[config.mk]
export PLATFORM = sky130hd
export DESIGN_NAME = varint_length_prefixed_decoder_flat
export DESIGN_NICKNAME = d
export VERILOG_FILES = /design/src/hw/rtl/vlpd_pkg.sv /design/src/hw/rtl/vlpd_in_if.sv /design/src/hw/rtl/vlpd_out_if.sv /design/src/hw/rtl/vlpd_decode.sv /design/src/hw/rtl/varint_length_prefixed_decoder.sv /design/src/flat_wrapper.sv
export SDC_FILE = /design/constraint.sdc
export NUM_CORES = 1
export LEC_CHECK = 0
export BUFFER_PORTS_ARGS = -buffer_cell sky130_fd_sc_hd__buf_2
export CAP_MARGIN = 20
export CORE_MARGIN = 4
export CORE_UTILIZATION = 40
export DETAILED_ROUTE_END_ITERATION = 16
export PLACE_DENSITY = 0.69
export SLEW_MARGIN = 10
export SYNTH_ARGS = -nofsm -noshare
export SYNTH_HDL_FRONTEND = slang
export SYNTH_SLANG_ARGS = --single-unit
[constraint.sdc]
create_clock -name clk -period 5.95 [get_ports clk]
set_input_delay 0.8925 -clock clk [delete_from_list [all_inputs] [get_ports clk]]
set_output_delay 0.8925 -clock clk [all_outputs]
set_load 0.01 [all_outputs]
[src/hw/rtl/vlpd_pkg.sv]
`timescale 1ns / 1ps
`default_nettype none

package vlpd_pkg;

  // Longest payload a header may announce
  localparam int unsigned MAX_PAYLOAD_BYTES = 4;

  localparam int unsigned BYTE_W  = 8;
  localparam int unsigned VALUE_W = 32;
  localparam int unsigned COUNT_W = 3;

  // Result status codes
  localparam logic STATUS_OK      = 1'b0;
  localparam logic STATUS_LEN_ERR = 1'b1;

  // Decoder state carried from byte to byte
  typedef struct packed {
    logic [COUNT_W-1:0] bytes_left;
    logic [VALUE_W-1:0] accumulator;
    logic               want_sign;
    logic               first_payload;
  } vlpd_state_t;

  // One decoded result
  typedef struct packed {
    logic [VALUE_W-1:0] value;
    logic               status;
  } vlpd_result_t;

endpackage

`default_nettype wire

[src/hw/rtl/vlpd_in_if.sv]
`timescale 1ns / 1ps
`default_nettype none

interface vlpd_in_if;
  logic                         valid;
  logic                         ready;
  logic [vlpd_pkg::BYTE_W-1:0]  in_byte;
  logic                         signed_mode;

  modport source (output valid, output in_byte, output signed_mode, input ready);
  modport sink   (input valid, input in_byte, input signed_mode, output ready);
endinterface

`default_nettype wire

[src/hw/rtl/vlpd_out_if.sv]
`timescale 1ns / 1ps
`default_nettype none

interface vlpd_out_if;
  logic                         valid;
  logic                         ready;
  logic [vlpd_pkg::VALUE_W-1:0] value;
  logic                         status;

  modport source (output valid, output value, output status, input ready);
  modport sink   (input valid, input value, input status, output ready);
endinterface

`default_nettype wire

[src/hw/rtl/vlpd_decode.sv]
`timescale 1ns / 1ps
`default_nettype none

// Decode one byte against the current state: next state and an optional result
module vlpd_decode (
  input  wire logic [vlpd_pkg::BYTE_W-1:0] byte_i,
  input  wire logic                        sgn_i,
  input  wire vlpd_pkg::vlpd_state_t       state_i,
  output vlpd_pkg::vlpd_state_t            state_o,
  output logic                             emit_o,
  output vlpd_pkg::vlpd_result_t           result_o
);

  logic [6:0]                      len;
  logic [vlpd_pkg::VALUE_W-1:0]    base;
  logic [vlpd_pkg::VALUE_W-1:0]    acc_shift;
  logic [vlpd_pkg::COUNT_W-1:0]    left_dec;

  assign len       = byte_i[6:0];
  assign left_dec  = state_i.bytes_left - vlpd_pkg::COUNT_W'(1);

  // Seed the accumulator with sign fill on the first payload byte
  always_comb begin
    if (state_i.first_payload) begin
      base = (state_i.want_sign && byte_i[7]) ? '1 : '0;
    end else begin
      base = state_i.accumulator;
    end
  end

  assign acc_shift = {base[vlpd_pkg::VALUE_W-vlpd_pkg::BYTE_W-1:0], byte_i};

  always_comb begin
    state_o         = state_i;
    emit_o          = 1'b0;
    result_o.value  = '0;
    result_o.status = vlpd_pkg::STATUS_OK;
    if (state_i.bytes_left == '0) begin
      // Header byte
      if (!byte_i[7]) begin
        emit_o         = 1'b1;
        result_o.value = {{(vlpd_pkg::VALUE_W-7){sgn_i & byte_i[6]}}, len};
      end else if (len == '0) begin
        emit_o = 1'b1;
      end else if (len > 7'(vlpd_pkg::MAX_PAYLOAD_BYTES)) begin
        emit_o          = 1'b1;
        result_o.status = vlpd_pkg::STATUS_LEN_ERR;
      end else begin
        state_o.bytes_left    = len[vlpd_pkg::COUNT_W-1:0];
        state_o.accumulator   = '0;
        state_o.want_sign     = sgn_i;
        state_o.first_payload = 1'b1;
      end
    end else begin
      // Payload byte: shift in big-endian
      state_o.accumulator   = acc_shift;
      state_o.first_payload = 1'b0;
      state_o.bytes_left    = left_dec;
      if (left_dec == '0) begin
        emit_o         = 1'b1;
        result_o.value = acc_shift;
      end
    end
  end

endmodule

`default_nettype wire

[src/hw/rtl/varint_length_prefixed_decoder.sv]
`timescale 1ns / 1ps
`default_nettype none

// Channel   Dir  Payload                      Handshake
// in_chan   in   in_byte[7:0], signed_mode    valid/ready
// out_chan  out  value[31:0], status          valid/ready
//
// One byte per cycle while no result stalls; a result goes through the byte register, then the result register.
// The byte register feeds the decode logic, which updates state and loads the result register.
// Reset clears the byte and result valids and returns the decoder to header wait.
// A stalled result holds the byte register; input ready drops only then.
module varint_length_prefixed_decoder (
  input  wire logic clk,
  input  wire logic rst_n,
  vlpd_in_if.sink   in_chan,
  vlpd_out_if.source out_chan
);

  logic                          in_valid_r;
  logic [vlpd_pkg::BYTE_W-1:0]   byte_r;
  logic                          sgn_r;
  vlpd_pkg::vlpd_state_t         state_r;
  vlpd_pkg::vlpd_state_t         state_nxt;
  logic                          emit;
  vlpd_pkg::vlpd_result_t        result;
  logic                          out_valid_r;
  vlpd_pkg::vlpd_result_t        out_r;
  logic                          advance;

  vlpd_decode u_decode (
    .byte_i   (byte_r),
    .sgn_i    (sgn_r),
    .state_i  (state_r),
    .state_o  (state_nxt),
    .emit_o   (emit),
    .result_o (result)
  );

  // Move the held byte on unless its result would hit a full, stalled output
  assign advance       = in_valid_r && (!emit || !out_valid_r || out_chan.ready);
  assign in_chan.ready = !in_valid_r || advance;

  // Capture incoming request
  always_ff @(posedge clk) begin
    if (!rst_n) begin
      in_valid_r <= 1'b0;
    end else if (in_chan.ready) begin
      in_valid_r <= in_chan.valid;
    end
  end

  always_ff @(posedge clk) begin
    if (in_chan.ready && in_chan.valid) begin
      byte_r <= in_chan.in_byte;
      sgn_r  <= in_chan.signed_mode;
    end
  end

  // Advance decoder state
  always_ff @(posedge clk) begin
    if (!rst_n) begin
      state_r <= '0;
    end else if (advance) begin
      state_r <= state_nxt;
    end
  end

  // Load or drain the result register
  always_ff @(posedge clk) begin
    if (!rst_n) begin
      out_valid_r <= 1'b0;
    end else if (advance && emit) begin
      out_valid_r <= 1'b1;
    end else if (out_chan.ready) begin
      out_valid_r <= 1'b0;
    end
  end

  always_ff @(posedge clk) begin
    if (advance && emit) begin
      out_r <= result;
    end
  end

  assign out_chan.valid  = out_valid_r;
  assign out_chan.value  = out_r.value;
  assign out_chan.status = out_r.status;

  // Payload count never exceeds the longest legal length
  assert property (@(posedge clk) disable iff (!rst_n)
    state_r.bytes_left <= vlpd_pkg::COUNT_W'(vlpd_pkg::MAX_PAYLOAD_BYTES))
    else $error("bytes_left above maximum payload length");

  // First-payload flag only while payload bytes are expected
  assert property (@(posedge clk) disable iff (!rst_n)
    state_r.first_payload |-> state_r.bytes_left != '0)
    else $error("first_payload set while waiting for header");

  // Length errors always carry a zero value
  assert property (@(posedge clk) disable iff (!rst_n)
    (out_valid_r && out_r.status == vlpd_pkg::STATUS_LEN_ERR) |-> out_r.value == '0)
    else $error("length error with nonzero value");

  // A held byte leaves the decoder state untouched
  assert property (@(posedge clk) disable iff (!rst_n)
    (in_valid_r && !advance) |=> $stable(state_r))
    else $error("state changed while byte stalled");

  // A stalled result is never overwritten
  assert property (@(posedge clk) disable iff (!rst_n)
    (out_valid_r && !out_chan.ready) |-> !(advance && emit))
    else $error("result register overwritten while stalled");

endmodule

`default_nettype wire
[src/flat_wrapper.sv]
// flat-port wrapper written by rule: the top's interface ports become plain ports
module varint_length_prefixed_decoder_flat 
  (clk, rst_n, in_chan_valid, in_chan_in_byte, in_chan_signed_mode, in_chan_ready, out_chan_valid, out_chan_value, out_chan_status, out_chan_ready);
  vlpd_in_if in_chan_i ();
  vlpd_out_if out_chan_i ();
  input  wire logic clk;
  input  wire logic rst_n;
  input wire logic [$bits(in_chan_i.valid)-1:0] in_chan_valid;
  input wire logic [$bits(in_chan_i.in_byte)-1:0] in_chan_in_byte;
  input wire logic [$bits(in_chan_i.signed_mode)-1:0] in_chan_signed_mode;
  output wire logic [$bits(in_chan_i.ready)-1:0] in_chan_ready;
  output wire logic [$bits(out_chan_i.valid)-1:0] out_chan_valid;
  output wire logic [$bits(out_chan_i.value)-1:0] out_chan_value;
  output wire logic [$bits(out_chan_i.status)-1:0] out_chan_status;
  input wire logic [$bits(out_chan_i.ready)-1:0] out_chan_ready;
  assign in_chan_i.valid = in_chan_valid;
  assign in_chan_i.in_byte = in_chan_in_byte;
  assign in_chan_i.signed_mode = in_chan_signed_mode;
  assign in_chan_ready = in_chan_i.ready;
  assign out_chan_valid = out_chan_i.valid;
  assign out_chan_value = out_chan_i.value;
  assign out_chan_status = out_chan_i.status;
  assign out_chan_i.ready = out_chan_ready;
  varint_length_prefixed_decoder u_core (.clk(clk), .rst_n(rst_n), .in_chan(in_chan_i), .out_chan(out_chan_i));
endmodule
# == After elaboration in Yosys (flattened, before gate mapping) ==
# Cells that the tools add are included.
# classes
mux,17
mul,0
shift,0
eq_ne,3
div,0
bitwise,5
n_lt_le_gt_ge,1
n_reduce_logical,17
n_addsub,1
# ops
cell,count
2-to-1 mux 37 bit,3
2-to-1 mux 32 bit,3
2-to-1 mux 24 bit,2
2-to-1 mux 35 bit,1
2-to-1 mux 1 bit,8
"greater-than comparator 7 x 3 -> 1 bit, second input constant",1
zero test 7 bit,1
zero test 3 bit,2
AND reduction 5 bit,1
logical AND 1 bit,4
"!= test 2 bit, second input constant",2
inverter 1 bit,4
AND reduction 4 bit,1
zero test 1 bit,3
logical OR 1 bit,3
OR reduction 3 bit,1
"subtractor 3 x 1 -> 3 bit, second input constant",1
"!= test 2 x 1 -> 1 bit, second input constant",1
nonzero test 2 bit,1
bitwise AND 1 bit,1
# totals
regBits,73
mem_bits_ro,0
latchBits,0
ramBits,0
in_bits,13
word_cells,54
mem_count,0
output_inout_bits,35

# == Logic depth before layout (Yosys ltp) ==
# logic_depth
depth_word,11
ltp_mapped,7

# == By module ==
# From an unflattened synthesis, not the netlist that was laid out.
# hier_totals
cells_unflattened,401
hier_area_um2,3877.5
# modules_own_cells
module,area_per_inst_um2,cells_each,seq_area_each_um2,n_inst
varint_length_prefixed_decoder,2841.5,213,2042.0,1
vlpd_decode,1036.0,188,0.0,1

# == Worst setup path before layout ==
# OpenSTA, ideal clock, no wires.
# synth_path
path_kind,reg2reg
from,register u_core.state_r[34] in the netlist's numbering
to,register u_core.out_r (netlist bit u_core.out_chan.status) (enable)
n_path_buf,0
path_slack_ns,2.814
t_arrival_ns,2.709
path_stages_with_launch,7
setup_time_ns,0.427
required_ns,5.523
cell_sequence,dfxtp_1 > inv_1 > ha_1 > and2_1 > nand2_1 > a211o_1 > nor2b_1
# synth_via
elab_chain_cells,9
elab_cells_between_ends,10
# synth_rtl
item,line,text
from (decl),varint_length_prefixed_decoder.sv:22,vlpd_pkg::vlpd_state_t state_r;
from (signal assigned),varint_length_prefixed_decoder.sv:64,state_r <= state_nxt;
subtractor 3 x 1 -> 3 bit,vlpd_decode.sv:20,assign left_dec = state_i.bytes_left - vlpd_pkg::COUNT_W'(1);
zero test 3 bit,vlpd_decode.sv:59,if (left_dec == '0) begin
2-to-1 mux 1 bit,vlpd_decode.sv:59,
2-to-1 mux 1 bit *,vlpd_decode.sv:38,if (state_i.bytes_left == '0) begin
zero test 1 bit,varint_length_prefixed_decoder.sv:40,assign advance = in_valid_r && (!emit || !out_valid_r || out_chan.ready);
logical OR 1 bit (2 in a row),varint_length_prefixed_decoder.sv:40,
logical AND 1 bit,varint_length_prefixed_decoder.sv:40,
logical AND 1 bit *,varint_length_prefixed_decoder.sv:80,if (advance && emit) begin
to (signal assigned),varint_length_prefixed_decoder.sv:81,out_r <= result;
to (decl),varint_length_prefixed_decoder.sv:27,vlpd_pkg::vlpd_result_t out_r;
# Every way passes the cells marked *; elsewhere a longest branch is shown, timed or not.
# A chain may end at the register's enable or synchronous reset.

# == Worst setup path in the final report ==
# layout_path
from,register u_core.byte_r[3] in the netlist's numbering
to,output port in_chan_ready
# layout_via
elab_chain_cells,10
elab_cells_between_ends,11
# layout_rtl
item,line,text
from (decl),varint_length_prefixed_decoder.sv:20,logic [vlpd_pkg::BYTE_W-1:0] byte_r;
from (signal assigned),varint_length_prefixed_decoder.sv:54,byte_r <= in_chan.in_byte;
greater-than comparator 7 x 3 -> 1 bit,vlpd_decode.sv:45,end else if (len > 7'(vlpd_pkg::MAX_PAYLOAD_BYTES)) begin
2-to-1 mux 1 bit,vlpd_decode.sv:45,
2-to-1 mux 1 bit *,vlpd_decode.sv:43,end else if (len == '0) begin
2-to-1 mux 1 bit *,vlpd_decode.sv:40,if (!byte_i[7]) begin
2-to-1 mux 1 bit *,vlpd_decode.sv:38,
zero test 1 bit *,varint_length_prefixed_decoder.sv:40,
logical OR 1 bit * (2 in a row),varint_length_prefixed_decoder.sv:40,
logical AND 1 bit *,varint_length_prefixed_decoder.sv:40,
logical OR 1 bit *,varint_length_prefixed_decoder.sv:41,assign in_chan.ready = !in_valid_r || advance;
to (decl),flat_wrapper.sv:11,output wire logic [$bits(in_chan_i.ready)-1:0] in_chan_ready;
# Marks and branches as above.

==> impl_metrics.json <==
{
  "synth_common_cells": "o21ai_0, edfxtp_1, dfxtp_1",
  "powerDensity_nw_per_um2": 292,
  "wl_per_cell_um": 14.5,
  "path_buf_inv": 1,
  "post_synth.cell_area_avg_sq_um": 11.2,
  "n_fill_cell": 656,
  "syn2layout_area_growth_pct": 17.9,
  "peakVddDrop_mv": 0.169,
  "worst_slew_margin_rel": 0.311,
  "row_count": 31,
  "numPortBuffers": 47,
  "coreArea_sq_um": 7410,
  "fin_nets": 339,
  "vias": 2211,
  "hold_viol_final": 0,
  "hold_buffers": 0,
  "drt-pass1-iter-count": 4,
  "grt_start_max_net_pins": 36,
  "maxSlewViolCount": 0,
  "ant_nets": 0,
  "crit_required_ps": 5060,
  "max_stage_delay_ps": 580,
  "hold_path.class": "reg2reg",
  "clk_latency_ps": 350,
  "cap_violations": 0,
  "num_antenna_cells": 0,
  "grt_util_all_layers": 0.147,
  "worst-r2r-setup-slack_ps": 3190,
  "dieArea_sq_um": 9250,
  "io_pins": 48,
  "fin_worst_skew_ps": 10.6,
  "clock_sinks": 73,
  "tightestPinTransition_ps": 1030,
  "cts_made_buffers": 9,
  "post-synth-top-count-cell": "o21ai_0",
  "cp_max_fo": 7,
  "rsz0062_at_grt": "false",
  "leakagePower_nw": 1.43,
  "ctsResizeCount": 0,
  "outcome": "finished clean",
  "async_flop_share": 0,
  "path_class": "reg2out",
  "whs_ps": 460,
  "clockBufferDepth": 2,
  "worstReg2RegEnd": "u_core.out_chan.value[28]",
  "cp_top_family": "simple AND/OR/NAND/NOR gates",
  "finalCritPeriodShare": 0.521,
  "reg2regPathDepth": 7,
  "min_to": "u_core.state_r[23]",
  "syn_nets": 295,
  "drive_gt1_frac": 0.207,
  "slowest_stage": "or4_4",
  "gp_congestion": 0.822,
  "htree_levels": 3,
  "path_clk_slew_ps": 70,
  "ys_types": 42,
  "crit_chain": "or4_4 -> nor4b_4 -> a2111o_1 -> buf_2",
  "post_cts_buffers": 0,
  "arrival_ps": 2210,
  "cts_root_buf": "clkbuf_8",
  "initial_core_util": 0.420,
  "antenna_found_initial": 0,
  "holdPathStages": 2,
  "yosysSeqAreaShare": 0.605,
  "ys_seq_elements": 73,
  "ys.flop_type": "edfxtp_1",
  "reg2reg_from": "u_core.state_r[34]",
  "fmax_mhz": 323,
  "min_from": "u_core.state_r[23]",
  "drt_iter0_markers": 164,
  "grt_pass1_wl_um": 10300,
  "die_x_um": 96.2,
  "viasPerCell": 5.18,
  "synth-edff-count": 42,
  "netlist_area_sq_um": 3110,
  "final_cells": 427,
  "synth_top_area_frac": 0.405,
  "synth_area_leader_cell": "edfxtp_1",
  "fp.dieH_um": 96.2,
  "finalCriticalPeriod_ps": 3100,
  "dp_hpwl_um": 4200,
  "grt_pass1_vias": 2105,
  "dp_cells": 411,
  "setup_tns_ps": 0,
  "drc_errors": 0,
  "yosys_warnings": 0,
  "syn_inst": 279,
  "cts_tree": "built",
  "cp-end-kind": "output pin",
  "yosys-top-cells-area": "edfxtp_1, dfxtp_1, o21ai_0, mux2i_1, a32o_1",
  "start_kind": "flip-flop",
  "grt_overflow": 0,
  "drt_wl_total_um": 6190,
  "finalSetupViolCount": 0
}
stage by stage:
stage | cell area, sq um | utilization | total power (W) | setup WS (ps)
after floorplan | 3110 | - | 0.000596 | 2810
after global placement | 3430 | 0.463 | 0.000616 | 3250
after detailed placement | 3430 | 0.463 | 0.000617 | 3180
after CTS | 3670 | 0.495 | 0.00108 | 2820
after global routing | 3670 | 0.495 | 0.00111 | 2730
final | 3670 | 0.495 | 0.00107 | 2850
worst min-delay path: cells and delay by family, from the launching register on:
family	cells	cell delay, ps
simple gates	1	50
flops	1	310
mux	1	50
sequential cells by signal, summed over array words and instances (netlist names):
register                flops
u_core.in_valid_r           1
u_core.out_chan.value      32
u_core.byte_r               8
u_core.out_chan.valid       1
u_core.sgn_r                1
u_core.out_chan.status      1
u_core.state_r             29
layer usage:
metal	global-route usage	vias up	part of all wire
li1	-	1107	-
met1	0.200	1048	0.46
met2	0.223	47	0.48
met3	0.0391	9	0.055
met4	0.0569	0	0.010
met5	0	-	0
power by group:
part           internal (W)  total (W)  switching (W)
Clock              0.000291   0.000468       0.000177
Combinational     0.0000170  0.0000458      0.0000288
Sequential         0.000550   0.000559     0.00000863
kinds of logic after synthesis:
group                    share of synthesized area
multiplexers                                0.0547
AND/OR/NAND/NOR                              0.129
buffers and inverters                       0.0338
adder cells (fa/ha/maj)                     0.0121
AO/OA/AOI/OAI                                0.163
XOR/XNOR                                   0.00282
flip-flops                                   0.605
cell usage in the layout (no fill, tap or decap), drive strengths merged, types with 2 or more instances in the layout:
master	Yosys	routed
nor2b	12	12
o211ai	2	2
nor2	21	21
o21bai	2	2
bufinv	0	3
a21oi	15	15
nand3b	2	2
inv	7	7
clkbuf	14	13
nand2b	2	2
nor4	2	2
dfxtp	31	31
nand2	21	21
buf	3	50
mux2i	17	17
edfxtp	42	42
o21a	3	3
nand3	3	3
nor3	3	3
a32o	8	8
o21ai	45	45
ha	3	3
and2	4	4
final cells by class:
cell class	instances	area (sq um)	share of cell area
repair buffers	50	258	0.0703
multi-input cells	181	1140	0.310
clock inverters	3	90.1	0.0246
flip-flops and latches	73	1880	0.513
inverters	8	30.0	0.00819
clock buffers	13	149	0.0406
well taps	99	124	0.0338
worst max-delay path by stage:
stage          slack [ps]  cells past startpoint          startpoint                   endpoint
6_report             2850                      4    u_core.byte_r[3]              in_chan_ready
5_1_grt              2730                      4    u_core.byte_r[3]              in_chan_ready
4_1_cts              2820                      4    u_core.byte_r[3]              in_chan_ready
3_5_place_dp         3180                      7  u_core.state_r[34]  u_core.out_chan.value[26]
3_3_place_gp         3250                      4    u_core.byte_r[3]              in_chan_ready
2_1_floorplan        2810                      6  u_core.state_r[34]     u_core.out_chan.status
Power figures use the tool's default switching activity.
